<file path="src/rtl/bcdec_pkg.sv">
// ----------------------------------------------------------------------------
// bcdec_pkg: shared types and constants
// Types for the decoded-palette queue and block format codes of the BC1/BC3
// block decompressor.
// ----------------------------------------------------------------------------
package bcdec_pkg;

  localparam int unsigned QueueDepth = 2;
  localparam int unsigned QueuePtrW  = $clog2(QueueDepth);
  localparam int unsigned QueueCntW  = QueuePtrW + 1;

  localparam logic [3:0] LastPixel    = 4'd15;
  localparam logic [1:0] PalBlackIdx  = 2'd3;
  localparam logic [7:0] AlphaOpaque  = 8'd255;
  localparam logic [7:0] AlphaClear   = 8'd0;

  typedef enum logic {
    FMT_BC1 = 1'b0,
    FMT_BC3 = 1'b1
  } fmt_t;

  typedef struct packed {
    logic [7:0] r;
    logic [7:0] g;
    logic [7:0] b;
  } rgb_t;

  // One decoded block: colour palette, alpha palette and the raw indices
  typedef struct packed {
    rgb_t [3:0]      pal;
    logic            four;
    logic [7:0][7:0] apal;
    logic [31:0]     cidx;
    logic [47:0]     aidx;
  } entry_t;

endpackage

</file>
<file path="src/rtl/bcdec_ifs.sv">
// ----------------------------------------------------------------------------
// bcdec channel interfaces
// Valid/ready channels for compressed blocks, decoded pixels and the
// format register write.
// ----------------------------------------------------------------------------
interface bcdec_blk_if;
  logic        valid;
  logic        ready;
  logic [15:0] endpoint_zero;
  logic [15:0] endpoint_one;
  logic [31:0] colour_indices;
  logic [7:0]  alpha_zero;
  logic [7:0]  alpha_one;
  logic [47:0] alpha_indices;

  modport source (output valid, endpoint_zero, endpoint_one, colour_indices,
                  alpha_zero, alpha_one, alpha_indices, input ready);
  modport sink   (input valid, endpoint_zero, endpoint_one, colour_indices,
                  alpha_zero, alpha_one, alpha_indices, output ready);
endinterface

interface bcdec_pix_if;
  logic       valid;
  logic       ready;
  logic [3:0] pixel_number;
  logic [7:0] red;
  logic [7:0] green;
  logic [7:0] blue;
  logic [7:0] alpha;
  logic       last_pixel;

  modport source (output valid, pixel_number, red, green, blue, alpha,
                  last_pixel, input ready);
  modport sink   (input valid, pixel_number, red, green, blue, alpha,
                  last_pixel, output ready);
endinterface

interface bcdec_cfg_if;
  logic valid;
  logic ready;
  logic block_format;

  modport source (output valid, block_format, input ready);
  modport sink   (input valid, block_format, output ready);
endinterface

</file>
<file path="src/rtl/bc1_bc3_block_decompressor.sv">
// ----------------------------------------------------------------------------
// bc1_bc3_block_decompressor: BC1/BC3 texture block decoder
// Decodes one compressed 4x4 block per input beat into sixteen RGBA pixel
// beats in raster order.
// ----------------------------------------------------------------------------
//  channel  dir  beat
//  blk      in   one compressed block (endpoints, indices, alpha block)
//  pix      out  one decoded pixel, last_pixel on the sixteenth
//  cfg      in   block_format write (0 = BC1, 1 = BC3)
//
//  The pixel sequencer emits one pixel per cycle while a block is queued
//  and pix is not stalled. The first pixel passes the second palette stage,
//  the queue write and the output register after the block is taken.
//  Synchronous reset clears the pipeline valids, queue and pixel counter,
//  and sets the format to BC1.
//  A stalled pix channel holds its beat; blk keeps being taken until the
//  front stages and the two-entry queue are full.
// ----------------------------------------------------------------------------
module bc1_bc3_block_decompressor (
  input  logic        clk,
  input  logic        rst,
  bcdec_blk_if.sink   blk,
  bcdec_pix_if.source pix,
  bcdec_cfg_if.sink   cfg
);

  bcdec_pkg::fmt_t    fmt;
  logic               q_valid;
  bcdec_pkg::entry_t  q_data;
  logic               q_ready;
  logic               head_valid;
  bcdec_pkg::entry_t  head;
  logic               pop;

  assign cfg.ready = 1'b1;

  always_ff @(posedge clk) begin
    if (rst) begin
      fmt <= bcdec_pkg::FMT_BC1;
    end else if (cfg.valid) begin
      fmt <= bcdec_pkg::fmt_t'(cfg.block_format);
    end
  end

  bcdec_front u_front (
    .clk     (clk),
    .rst     (rst),
    .blk     (blk),
    .q_valid (q_valid),
    .q_data  (q_data),
    .q_ready (q_ready)
  );

  bcdec_queue u_queue (
    .clk        (clk),
    .rst        (rst),
    .push       (q_valid),
    .push_data  (q_data),
    .push_ready (q_ready),
    .head_valid (head_valid),
    .head       (head),
    .pop        (pop)
  );

  bcdec_back u_back (
    .clk        (clk),
    .rst        (rst),
    .fmt        (fmt),
    .head_valid (head_valid),
    .head       (head),
    .pop        (pop),
    .pix        (pix)
  );

endmodule

</file>
<file path="src/rtl/bcdec_front.sv">
// ----------------------------------------------------------------------------
// bcdec_front: block decode front end
// Two-stage pipeline: widen endpoints and form weighted sums, then divide
// by reciprocal multiply and build the colour and alpha palettes.
// ----------------------------------------------------------------------------
module bcdec_front (
  input  logic                clk,
  input  logic                rst,
  bcdec_blk_if.sink           blk,
  output logic                q_valid,
  output bcdec_pkg::entry_t   q_data,
  input  logic                q_ready
);

  function automatic bcdec_pkg::rgb_t expand565(input logic [15:0] c);
    bcdec_pkg::rgb_t o;
    o.r = {c[15:11], c[15:13]};
    o.g = {c[10:5], c[10:9]};
    o.b = {c[4:0], c[4:2]};
    return o;
  endfunction

  // x / 3 for x < 768
  function automatic logic [7:0] div3(input logic [9:0] x);
    logic [20:0] p;
    p = 21'(x) * 21'd683;
    return p[18:11];
  endfunction

  // x / 7 for x < 1792
  function automatic logic [7:0] div7(input logic [10:0] x);
    logic [24:0] p;
    p = 25'(x) * 25'd2341;
    return p[21:14];
  endfunction

  // x / 5 for x <= 1275
  function automatic logic [7:0] div5(input logic [10:0] x);
    logic [23:0] p;
    p = 24'(x) * 24'd3277;
    return p[21:14];
  endfunction

  // stage A registers
  logic                 a_valid;
  logic [2:0][7:0]      a_c0;
  logic [2:0][7:0]      a_c1;
  logic [2:0][9:0]      a_s2;
  logic [2:0][9:0]      a_s3;
  logic [2:0][7:0]      a_half;
  logic                 a_four;
  logic [7:0]           a_a0;
  logic [7:0]           a_a1;
  logic                 a_amode8;
  logic [7:2][10:0]     a_asum;
  logic [31:0]          a_cidx;
  logic [47:0]          a_aidx;

  logic [2:0][7:0]      c0_x;
  logic [2:0][7:0]      c1_x;
  logic [2:0][9:0]      s2_next;
  logic [2:0][9:0]      s3_next;
  logic [2:0][7:0]      half_next;
  logic [8:0]           pair;
  logic                 amode8_next;
  logic [7:2][10:0]     asum_next;
  logic [10:0]          s7;
  logic [10:0]          s5;

  logic                 b_free;
  logic                 a_free;
  bcdec_pkg::entry_t    e_next;
  logic [2:0][7:0]      p2;
  logic [2:0][7:0]      p3;

  assign b_free    = !q_valid || q_ready;
  assign a_free    = !a_valid || b_free;
  assign blk.ready = a_free;

  always_comb begin
    c0_x        = expand565(blk.endpoint_zero);
    c1_x        = expand565(blk.endpoint_one);
    amode8_next = blk.alpha_zero > blk.alpha_one;
    for (int ch = 0; ch < 3; ch++) begin
      s2_next[ch]   = {1'b0, c0_x[ch], 1'b0} + 10'(c1_x[ch]);
      s3_next[ch]   = 10'(c0_x[ch]) + {1'b0, c1_x[ch], 1'b0};
      pair          = 9'(c0_x[ch]) + 9'(c1_x[ch]);
      half_next[ch] = pair[8:1];
    end
    for (int k = 2; k < 8; k++) begin
      s7 = 11'(8 - k) * 11'(blk.alpha_zero) + 11'(k - 1) * 11'(blk.alpha_one);
      if (k < 6) begin
        s5 = 11'(6 - k) * 11'(blk.alpha_zero) + 11'(k - 1) * 11'(blk.alpha_one);
      end else begin
        s5 = '0;
      end
      asum_next[k] = amode8_next ? s7 : s5;
    end
  end

  always_ff @(posedge clk) begin
    if (rst) begin
      a_valid <= 1'b0;
    end else if (a_free) begin
      a_valid <= blk.valid;
    end
  end

  always_ff @(posedge clk) begin
    if (a_free && blk.valid) begin
      a_c0     <= c0_x;
      a_c1     <= c1_x;
      a_s2     <= s2_next;
      a_s3     <= s3_next;
      a_half   <= half_next;
      a_four   <= blk.endpoint_zero > blk.endpoint_one;
      a_a0     <= blk.alpha_zero;
      a_a1     <= blk.alpha_one;
      a_amode8 <= amode8_next;
      a_asum   <= asum_next;
      a_cidx   <= blk.colour_indices;
      a_aidx   <= blk.alpha_indices;
    end
  end

  always_comb begin
    for (int ch = 0; ch < 3; ch++) begin
      p2[ch] = a_four ? div3(a_s2[ch]) : a_half[ch];
      p3[ch] = a_four ? div3(a_s3[ch]) : 8'd0;
    end
    e_next.pal[0]  = bcdec_pkg::rgb_t'(a_c0);
    e_next.pal[1]  = bcdec_pkg::rgb_t'(a_c1);
    e_next.pal[2]  = bcdec_pkg::rgb_t'(p2);
    e_next.pal[3]  = bcdec_pkg::rgb_t'(p3);
    e_next.four    = a_four;
    e_next.apal[0] = a_a0;
    e_next.apal[1] = a_a1;
    for (int k = 2; k < 8; k++) begin
      if (a_amode8) begin
        e_next.apal[k] = div7(a_asum[k]);
      end else if (k == 6) begin
        e_next.apal[k] = bcdec_pkg::AlphaClear;
      end else if (k == 7) begin
        e_next.apal[k] = bcdec_pkg::AlphaOpaque;
      end else begin
        e_next.apal[k] = div5(a_asum[k]);
      end
    end
    e_next.cidx = a_cidx;
    e_next.aidx = a_aidx;
  end

  always_ff @(posedge clk) begin
    if (rst) begin
      q_valid <= 1'b0;
    end else if (b_free) begin
      q_valid <= a_valid;
    end
  end

  always_ff @(posedge clk) begin
    if (b_free && a_valid) begin
      q_data <= e_next;
    end
  end

endmodule

</file>
<file path="src/rtl/bcdec_queue.sv">
// ----------------------------------------------------------------------------
// bcdec_queue: decoded block queue
// Short FIFO of decoded palettes between the front end and the pixel
// sequencer.
// ----------------------------------------------------------------------------
module bcdec_queue (
  input  logic               clk,
  input  logic               rst,
  input  logic               push,
  input  bcdec_pkg::entry_t  push_data,
  output logic               push_ready,
  output logic               head_valid,
  output bcdec_pkg::entry_t  head,
  input  logic               pop
);

  bcdec_pkg::entry_t                     mem [bcdec_pkg::QueueDepth];
  logic [bcdec_pkg::QueuePtrW-1:0]       wr_ptr;
  logic [bcdec_pkg::QueuePtrW-1:0]       rd_ptr;
  logic [bcdec_pkg::QueueCntW-1:0]       count;
  logic                                  do_push;
  logic                                  do_pop;

  assign push_ready = count != bcdec_pkg::QueueCntW'(bcdec_pkg::QueueDepth);
  assign head_valid = count != '0;
  assign head       = mem[rd_ptr];
  assign do_push    = push && push_ready;
  assign do_pop     = pop && head_valid;

  always_ff @(posedge clk) begin
    if (rst) begin
      wr_ptr <= '0;
      rd_ptr <= '0;
      count  <= '0;
    end else begin
      if (do_push) begin
        wr_ptr <= (wr_ptr == bcdec_pkg::QueuePtrW'(bcdec_pkg::QueueDepth - 1)) ?
                  '0 : wr_ptr + 1'b1;
      end
      if (do_pop) begin
        rd_ptr <= (rd_ptr == bcdec_pkg::QueuePtrW'(bcdec_pkg::QueueDepth - 1)) ?
                  '0 : rd_ptr + 1'b1;
      end
      if (do_push && !do_pop) begin
        count <= count + 1'b1;
      end else if (do_pop && !do_push) begin
        count <= count - 1'b1;
      end
    end
  end

  always_ff @(posedge clk) begin
    if (do_push) begin
      mem[wr_ptr] <= push_data;
    end
  end

endmodule

</file>
<file path="src/rtl/bcdec_back.sv">
// ----------------------------------------------------------------------------
// bcdec_back: pixel sequencer
// Walks the sixteen pixels of the head block, looks up colour and alpha,
// and drives the registered pixel output.
// ----------------------------------------------------------------------------
module bcdec_back (
  input  logic               clk,
  input  logic               rst,
  input  bcdec_pkg::fmt_t    fmt,
  input  logic               head_valid,
  input  bcdec_pkg::entry_t  head,
  output logic               pop,
  bcdec_pix_if.source        pix
);

  logic [3:0]       pnum;
  logic             advance;
  logic             take;
  logic [1:0]       ci;
  logic [2:0]       acode;
  bcdec_pkg::rgb_t  colour;
  logic [7:0]       alpha_next;

  assign advance = !pix.valid || pix.ready;
  assign take    = advance && head_valid;
  assign pop     = take && (pnum == bcdec_pkg::LastPixel);

  always_comb begin
    ci     = head.cidx[{pnum, 1'b0} +: 2];
    acode  = head.aidx[6'(pnum) * 6'd3 +: 3];
    colour = head.pal[ci];
    if (fmt == bcdec_pkg::FMT_BC3) begin
      alpha_next = head.apal[acode];
    end else if (ci == bcdec_pkg::PalBlackIdx && !head.four) begin
      alpha_next = bcdec_pkg::AlphaClear;
    end else begin
      alpha_next = bcdec_pkg::AlphaOpaque;
    end
  end

  always_ff @(posedge clk) begin
    if (rst) begin
      pix.valid <= 1'b0;
      pnum      <= '0;
    end else begin
      if (advance) begin
        pix.valid <= head_valid;
      end
      if (take) begin
        pnum <= pnum + 1'b1;
      end
    end
  end

  // hold the beat while stalled
  always_ff @(posedge clk) begin
    if (take) begin
      pix.pixel_number <= pnum;
      pix.red          <= colour.r;
      pix.green        <= colour.g;
      pix.blue         <= colour.b;
      pix.alpha        <= alpha_next;
      pix.last_pixel   <= pnum == bcdec_pkg::LastPixel;
    end
  end

endmodule
</file>
<file path="src/flat_wrapper.sv">
// flat-port wrapper written by rule: the top's interface ports become plain ports
module bc1_bc3_block_decompressor_flat 
  (clk, rst, blk_valid, blk_endpoint_zero, blk_endpoint_one, blk_colour_indices, blk_alpha_zero, blk_alpha_one, blk_alpha_indices, blk_ready, pix_valid, pix_pixel_number, pix_red, pix_green, pix_blue, pix_alpha, pix_last_pixel, pix_ready, cfg_valid, cfg_block_format, cfg_ready);
  bcdec_blk_if blk_i ();
  bcdec_pix_if pix_i ();
  bcdec_cfg_if cfg_i ();
  input  logic clk;
  input  logic rst;
  input wire logic [$bits(blk_i.valid)-1:0] blk_valid;
  input wire logic [$bits(blk_i.endpoint_zero)-1:0] blk_endpoint_zero;
  input wire logic [$bits(blk_i.endpoint_one)-1:0] blk_endpoint_one;
  input wire logic [$bits(blk_i.colour_indices)-1:0] blk_colour_indices;
  input wire logic [$bits(blk_i.alpha_zero)-1:0] blk_alpha_zero;
  input wire logic [$bits(blk_i.alpha_one)-1:0] blk_alpha_one;
  input wire logic [$bits(blk_i.alpha_indices)-1:0] blk_alpha_indices;
  output wire logic [$bits(blk_i.ready)-1:0] blk_ready;
  output wire logic [$bits(pix_i.valid)-1:0] pix_valid;
  output wire logic [$bits(pix_i.pixel_number)-1:0] pix_pixel_number;
  output wire logic [$bits(pix_i.red)-1:0] pix_red;
  output wire logic [$bits(pix_i.green)-1:0] pix_green;
  output wire logic [$bits(pix_i.blue)-1:0] pix_blue;
  output wire logic [$bits(pix_i.alpha)-1:0] pix_alpha;
  output wire logic [$bits(pix_i.last_pixel)-1:0] pix_last_pixel;
  input wire logic [$bits(pix_i.ready)-1:0] pix_ready;
  input wire logic [$bits(cfg_i.valid)-1:0] cfg_valid;
  input wire logic [$bits(cfg_i.block_format)-1:0] cfg_block_format;
  output wire logic [$bits(cfg_i.ready)-1:0] cfg_ready;
  assign blk_i.valid = blk_valid;
  assign blk_i.endpoint_zero = blk_endpoint_zero;
  assign blk_i.endpoint_one = blk_endpoint_one;
  assign blk_i.colour_indices = blk_colour_indices;
  assign blk_i.alpha_zero = blk_alpha_zero;
  assign blk_i.alpha_one = blk_alpha_one;
  assign blk_i.alpha_indices = blk_alpha_indices;
  assign blk_ready = blk_i.ready;
  assign pix_valid = pix_i.valid;
  assign pix_pixel_number = pix_i.pixel_number;
  assign pix_red = pix_i.red;
  assign pix_green = pix_i.green;
  assign pix_blue = pix_i.blue;
  assign pix_alpha = pix_i.alpha;
  assign pix_last_pixel = pix_i.last_pixel;
  assign pix_i.ready = pix_ready;
  assign cfg_i.valid = cfg_valid;
  assign cfg_i.block_format = cfg_block_format;
  assign cfg_ready = cfg_i.ready;
  bc1_bc3_block_decompressor u_core (.clk(clk), .rst(rst), .blk(blk_i), .pix(pix_i), .cfg(cfg_i));
endmodule
</file>
<file path="config.mk">
export PLATFORM = sky130hd
export DESIGN_NAME = bc1_bc3_block_decompressor_flat
export DESIGN_NICKNAME = d
export VERILOG_FILES = /design/src/rtl/bcdec_pkg.sv /design/src/rtl/bcdec_ifs.sv /design/src/rtl/bc1_bc3_block_decompressor.sv /design/src/rtl/bcdec_front.sv /design/src/rtl/bcdec_queue.sv /design/src/rtl/bcdec_back.sv /design/src/flat_wrapper.sv
export SDC_FILE = /design/constraint.sdc
export NUM_CORES = 2
export LEC_CHECK = 0
export ABC_AREA = 1
export BUFFER_PORTS_ARGS = -buffer_cell sky130_fd_sc_hd__clkbuf_2
export CORE_MARGIN = 2
export CORE_UTILIZATION = 60
export DETAILED_ROUTE_END_ITERATION = 12
export PLACE_DENSITY = 0.77
export REMOVE_ABC_BUFFERS = 1
export SLEW_MARGIN = 20
export SYNTH_ARGS = -nofsm -noshare
export SYNTH_HDL_FRONTEND = slang
export SYNTH_SLANG_ARGS = --single-unit
</file>
<file path="constraint.sdc">
create_clock -name clk -period 18.6 [get_ports clk]
set_input_delay 1.86 -clock clk [delete_from_list [all_inputs] [get_ports clk]]
set_output_delay 1.86 -clock clk [all_outputs]
set_load 0.005 [all_outputs]
</file>
# --- Word-level counts from Yosys, hierarchy flattened ---
# Memories as Yosys holds them, arrays and structs flattened. A register that Yosys moved wholly into a read port is not among the register bits.
# Cells that the tools add are included.
# Widths: inputs -> output; s select.
word_totals:
  latchBits: 0
  out_inout_bits: 40
  ff_bits: 586
  ramBits: 482
  romBits: 0
  in_bits: 134
  memories: 1
  wordCells: 166
op_classes:
  div_mod_pow: 0
  mux: 25
  n_lt_le_gt_ge: 4
  n_reduce_logical: 20
  mul: 23
  n_eq_ne: 3
  bitwise_logic: 0
  shift: 2
  n_addsub: 24
memory_table:
  columns: ["memory", "words", "width", "rd", "rd_ports_with_merged_regs", "wr", "line", "rtl"]
  rows:
  - ["u_core.u_queue.mem", 2, 241, 1, 1, 1, "bcdec_queue.sv:17", "bcdec_pkg::entry_t mem [bcdec_pkg::QueueDepth];"]
op_table:
  columns: ["op", "count"]
  rows:
  - ["$mul 11x12->22 const B", 10]
  - ["$mul 10x10->19 const B", 6]
  - ["$mux 8", 10]
  - ["$bmux 24 s2", 1]
  - ["$shiftx 48x7->3", 1]
  - ["$mux 11", 4]
  - ["$mul 2x8->10 const A", 4]
  - ["$shiftx 32x6->2", 1]
  - ["$add 8x9->10", 3]
  - ["$add 9x8->10", 3]
  - ["$add 8x8->9", 3]
  - ["$bmux 8 s3", 1]
  - ["$mux 24", 1]
  - ["$add 10x10->11", 2]
  - ["$mul 3x8->11 const A", 2]
  - ["$gt 16x16->1", 1]
  - ["$add 10x8->11", 1]
  - ["$add 10x9->11", 1]
  - ["$add 11x8->11", 1]
  - ["$add 11x9->11", 1]
  - ["$add 8x10->11", 1]
  - ["$add 8x11->11", 1]
  - ["$add 9x10->11", 1]
  - ["$add 9x11->11", 1]
  - ["17 further kinds", 40]

# --- Longest topological paths before layout ---
depth:
  ltp_word: 8
  depth_mapped: 23
  mapped_depth_nobuf: 23

# --- Hierarchy ---
# Synthesis repeated with hierarchy kept, for this count alone.
hier_totals:
  cells_unflattened: 7384
  hier_area_um2: 76921.3
modules_own_cells:
  columns: ["module", "seq_area_each_um2", "cells_per_inst", "instances", "area_per_inst_um2"]
  rows:
  - ["bcdec_front", 14904.3, 5992, 1, 54431.0]
  - ["bcdec_queue", 14574.0, 787, 1, 18412.7]
  - ["bcdec_back", 1211.2, 596, 1, 4021.4]
  - ["bc1_bc3_block_decompressor", 20.0, 9, 1, 56.3]

# --- Worst setup path before layout ---
# Ideal clock, no wire load.
synth_timing:
  kind: "flip-flop to flip-flop"
  start: "register u_core.u_queue.count[0] (netlist name)"
  end: "memory u_core.u_queue.mem[1][0] (netlist name), enable pin"
  synth_period_minus_slack_ns: 10.840
  arrival_ns: 10.025
  path_slack_ns: 7.760
  setup_ns: 0.815
  n_path_buf: 0
  required_time_ns: 17.785
  stages_incl_launch_ff: 5
  path_cell_list: "dfxtp_1 inv_1 a21oi_1 inv_1 nor2_1"
synth_between:
  elab_chain_len: 4
synth_lines:
  columns: ["element", "line", "rtl"]
  rows:
  - ["start: declaration", "bcdec_queue.sv:20", "logic [bcdec_pkg::QueueCntW-1:0] count;"]
  - ["start signal: assignment", "bcdec_queue.sv:45", "count <= count + 1'b1;"]
  - ["start signal: assignment", "bcdec_queue.sv:47", "count <= count - 1'b1;"]
  - ["$ne 2x2->1", "bcdec_queue.sv:24", "assign push_ready = count != bcdec_pkg::QueueCntW'(bcdec_pkg::QueueDepth);"]
  - ["$logic_and 1x1->1", "bcdec_queue.sv:27", "assign do_push = push && push_ready;"]
  - ["via u_core.u_queue.do_push", "bcdec_queue.sv:21", "logic do_push;"]
  - ["$mux 1", "bcdec_queue.sv:53", "if (do_push) begin"]
  - ["$mux 1 (not written as such)", "bcdec_queue.sv:54", "mem[wr_ptr] <= push_data;"]
  - ["end: declaration", "bcdec_queue.sv:17", null]
# The timed path passes the listed nets, and every way through them passes these cells.

==> impl_metrics.csv <==
group,metric,value,unit
placed_design,hpwlAfterDp,121100,um
worst_setup_path,cp.depth,19,
drt,wire_per_inst,18.82,um
worst_setup_path,worst-r2r-setup-slack,13450,ps
worst_setup_path,reg2reg_to,"u_core.u_front.q_data[127]",
synthesis,synth_ff_type,"edfxtp_1",
clock_network,cts_max_level,3,
synthesis,async_reset_ff_frac,0,
global_routing,grt_use_total,0.2697,
layout,seq_area,0.02975,mm^2
clock_network,clkSinkCount,995,
clock_network,cts_buffers,102,
synthesis,synth-edff-count,982,
clock_network,cts_tree,"built",
layout,final_cell_mix,"inv_1 (1148), ha_1 (1145), edfxtp_1 (982), nand2_1 (882), a21oi_1 (432)",
timing,rsz0062_at_grt,"no",
timing,finalCritPeriodShare,0.2769,
layout,synthToLayoutAreaGrowth,8.328,%
synthesis,synth-seq-cells,995,
global_routing,grt_first_pass_wirelength,260900,um
clock_network,clk_latency,710,ps
timing,finalHoldViolCount,0,
global_routing,grt_max_degree,160,
floorplan,die_w,348.9,um
job,cap_viol_max_count,0,
drt,dr.pass1.iters,6,
synthesis,ys_types,49,
layout,layout_commonest_cell,"inv_1",
clock_network,cts.clk_slew.worst_paths,60,ps
timing,max_slew_margin,0.2526,
floorplan,rows,126,
worst_setup_path,required,19050,ps
worst_setup_path,crit_family,"adder cells",
worst_setup_path,critPathArrivalTime,5600,ps
clock_network,cts_setup_buffers,0,
worst_setup_path,worst-path-buf-inv,4,
drt,drt_iter0_drc,3691,
timing,skew,49.56,ps
timing,worst_pin_slew,1121,ps
layout,fin_nets,8626,
floorplan,io_pins,174,
worst_setup_path,critical_path_class,"reg -> reg",
global_routing,grt_remaining_overflow,0,
timing,setup_viol,0,
synthesis,synth_cells,6779,
drt,drtAntennaViolNets,0,
drt,drc,0,
floorplan,dieArea,0.1217,mm^2
drt,viasPerCell,5.695,
global_routing,antenna_found_initial,4,
worst_setup_path,worst_path_max_delay_cell,"edfxtp_1",
worst_setup_path,reg2reg_from,"u_core.u_front.a_asum[42]",
synthesis,synth.avg_cell_area,10.53,um^2
placed_design,gp_congestion,0.9400,
timing,setup_tns,0,ps
worst_setup_path,cp_max_fo,9,
timing,timing.fmax,194.1,MHz
hold_path,min_from,"u_core.u_front.a_aidx[11]",
global_routing,grt_pass1_vias,50530,
worst_setup_path,crit_start,"u_core.u_front.a_asum[42]",
hold_path,hold_class,"reg -> reg",
layout,fillers,8865,
synthesis,yosysWarnings,0,
worst_setup_path,cp_cell_sequence,"inv_1 -> ha_1 -> fa_1 -> inv_1 -> fa_1 -> inv_1 -> fa_1 -> fa_1 -> inv_1 -> ha_1 -> a21oi_1 -> o21ai_0 -> a21oi_1 -> nand2_1 -> nand2_1 -> nand3b_1 -> or2_2 -> nand3_1 -> nand2_1",
timing,slew_violations,0,
synthesis,ys_seq_area_frac,0.4168,
floorplan,initial_core_util,0.6045,
drt,vias,49000,
worst_setup_path,critPathMaxStageDelay,670,ps
worst_setup_path,start_kind,"flop",
worst_setup_path,rr_worst_depth,19,
status,status,"completed",
floorplan,core_area,0.1181,mm^2
floorplan,fp.dieH,348.9,um
drt,routed_wl,161900,um
clock_network,root_buffer,"clkbuf_16",
worst_setup_path,end_kind,"flop",
layout,multi_input_area,0.03681,mm^2
layout,layout-drive-gt1-share,0.05392,
clock_network,clk_path_buf_depth,3,
worst_setup_path,cp-endpoint,"u_core.u_front.q_data[127]",
synthesis,synthesis.area,0.07138,mm^2
clock_network,hold_buffers,0,
timing,fin_crit,5151,ps
clock_network,ctsResizeCount,0,
placed_design,place.port_buffers,172,
==> sequential cells by signal (all words and copies together), names as in the netlist, 2 cells and up, named ones only <==
signal / flops
u_core.u_front.a_a0: 8
u_core.u_queue.mem: 450
u_core.u_queue.count: 2
u_core.u_back.pix.blue: 8
u_core.u_front.a_c1: 16
u_core.u_back.pix.pixel_number: 4
u_core.u_back.pix.green: 8
u_core.u_front.a_cidx: 32
u_core.u_front.a_s3: 27
u_core.u_front.a_half: 24
u_core.u_front.a_aidx: 48
u_core.u_front.a_c0: 16
u_core.u_front.a_a1: 8
u_core.u_front.a_s2: 27
u_core.u_front.q_data: 225
u_core.u_front.a_asum: 62
u_core.u_back.pix.red: 8
u_core.u_back.pix.alpha: 8
u_core.u_back.pnum: 4
==> kinds of logic after synthesis <==
group                    synth area share
other                          0.00005254
flip-flops                         0.4168
AND/OR/NAND/NOR                    0.1042
multiplexers                      0.01472
XOR/XNOR                          0.02000
AO/OA/AOI/OAI                     0.07340
buffers and inverters             0.06805
adder cells (fa/ha/maj)            0.3028
==> cells in the mapped netlist, types with 9 or more instances <==
library cell  count  area [um^2]
a211oi_1         10        75.07
a21boi_0          9        67.56
a21o_1           17        127.6
a21oi_1         433         2167
a31oi_1          18        112.6
buf_2            33        165.2
buf_4            20        150.1
clkbuf_1         42        157.7
dfxtp_1          13        260.3
edfxtp_1        982        29490
fa_1            364         7287
ha_1           1145        14330
inv_1          1151         4320
mux2i_1         105         1051
nand2_1         882         3311
nand3_1         382         1912
nand3b_1          9        67.56
nand4_1          32        200.2
nor2_1          414         1554
nor3_1           39        195.2
o21a_1           15        112.6
o21ai_0         298         1491
o21ai_1          61        305.3
o21bai_1         38        285.3
o221ai_1         13        113.9
o22ai_1          12        75.07
o31ai_1          11        82.58
or2_2            13        81.33
xnor2_1          57        499.2
xor2_1          106        928.4
==> final cells by class <==
type / instances / area share
repair buffers: 201 / 0.01427
diodes: 2 / 0.00006473
multi-input cells: 4527 / 0.4761
flip-flops and latches: 995 / 0.3848
clock inverters: 71 / 0.009920
well taps: 1536 / 0.02486
inverters: 1156 / 0.05635
clock buffers: 116 / 0.03369
==> layer usage <==
layer	wire length, um	GRT usage	up-vias
met4	6225	0.1047	4
met1	67850	0.3462	23760
met3	7446	0.02826	308
met2	80380	0.4708	1368
met5	25	0	-
li1	-	-	23560
==> per-stage QoR <==
step | setup WS [ps] | cell area [um^2] | cells | utilization | hold WS, ps
final | 13450 | 77320 | 8604 | 0.6548 | 408.7
after global routing | 13150 | 77320 | 8603 | 0.6548 | 419.5
after CTS | 13450 | 77320 | 8602 | 0.6548 | 398.2
after detailed placement | 12910 | 73940 | 8415 | 0.6262 | 404.5
after global placement | 13030 | 73940 | 8415 | 0.6262 | 400.2
after floorplan | 7644 | 70860 | 6678 | - | 400.3
==> how the worst min path moves through the flow <==
stage / slack, ps / end / cells after the start
after floorplan: 400 / u_core.u_front.q_data[0] / 0
after global placement: 400 / u_core.u_front.q_data[17] / 0
after detailed placement: 400 / u_core.u_front.q_data[164] / 0
after CTS: 400 / u_core.u_queue.mem[0][21] / 0
after global routing: 420 / u_core.u_front.q_data[155] / 0
final: 410 / u_core.u_front.q_data[11] / 0
Power is not shown: default switching activity piles up to over one toggle a cycle in this logic, so the estimate is an artifact.
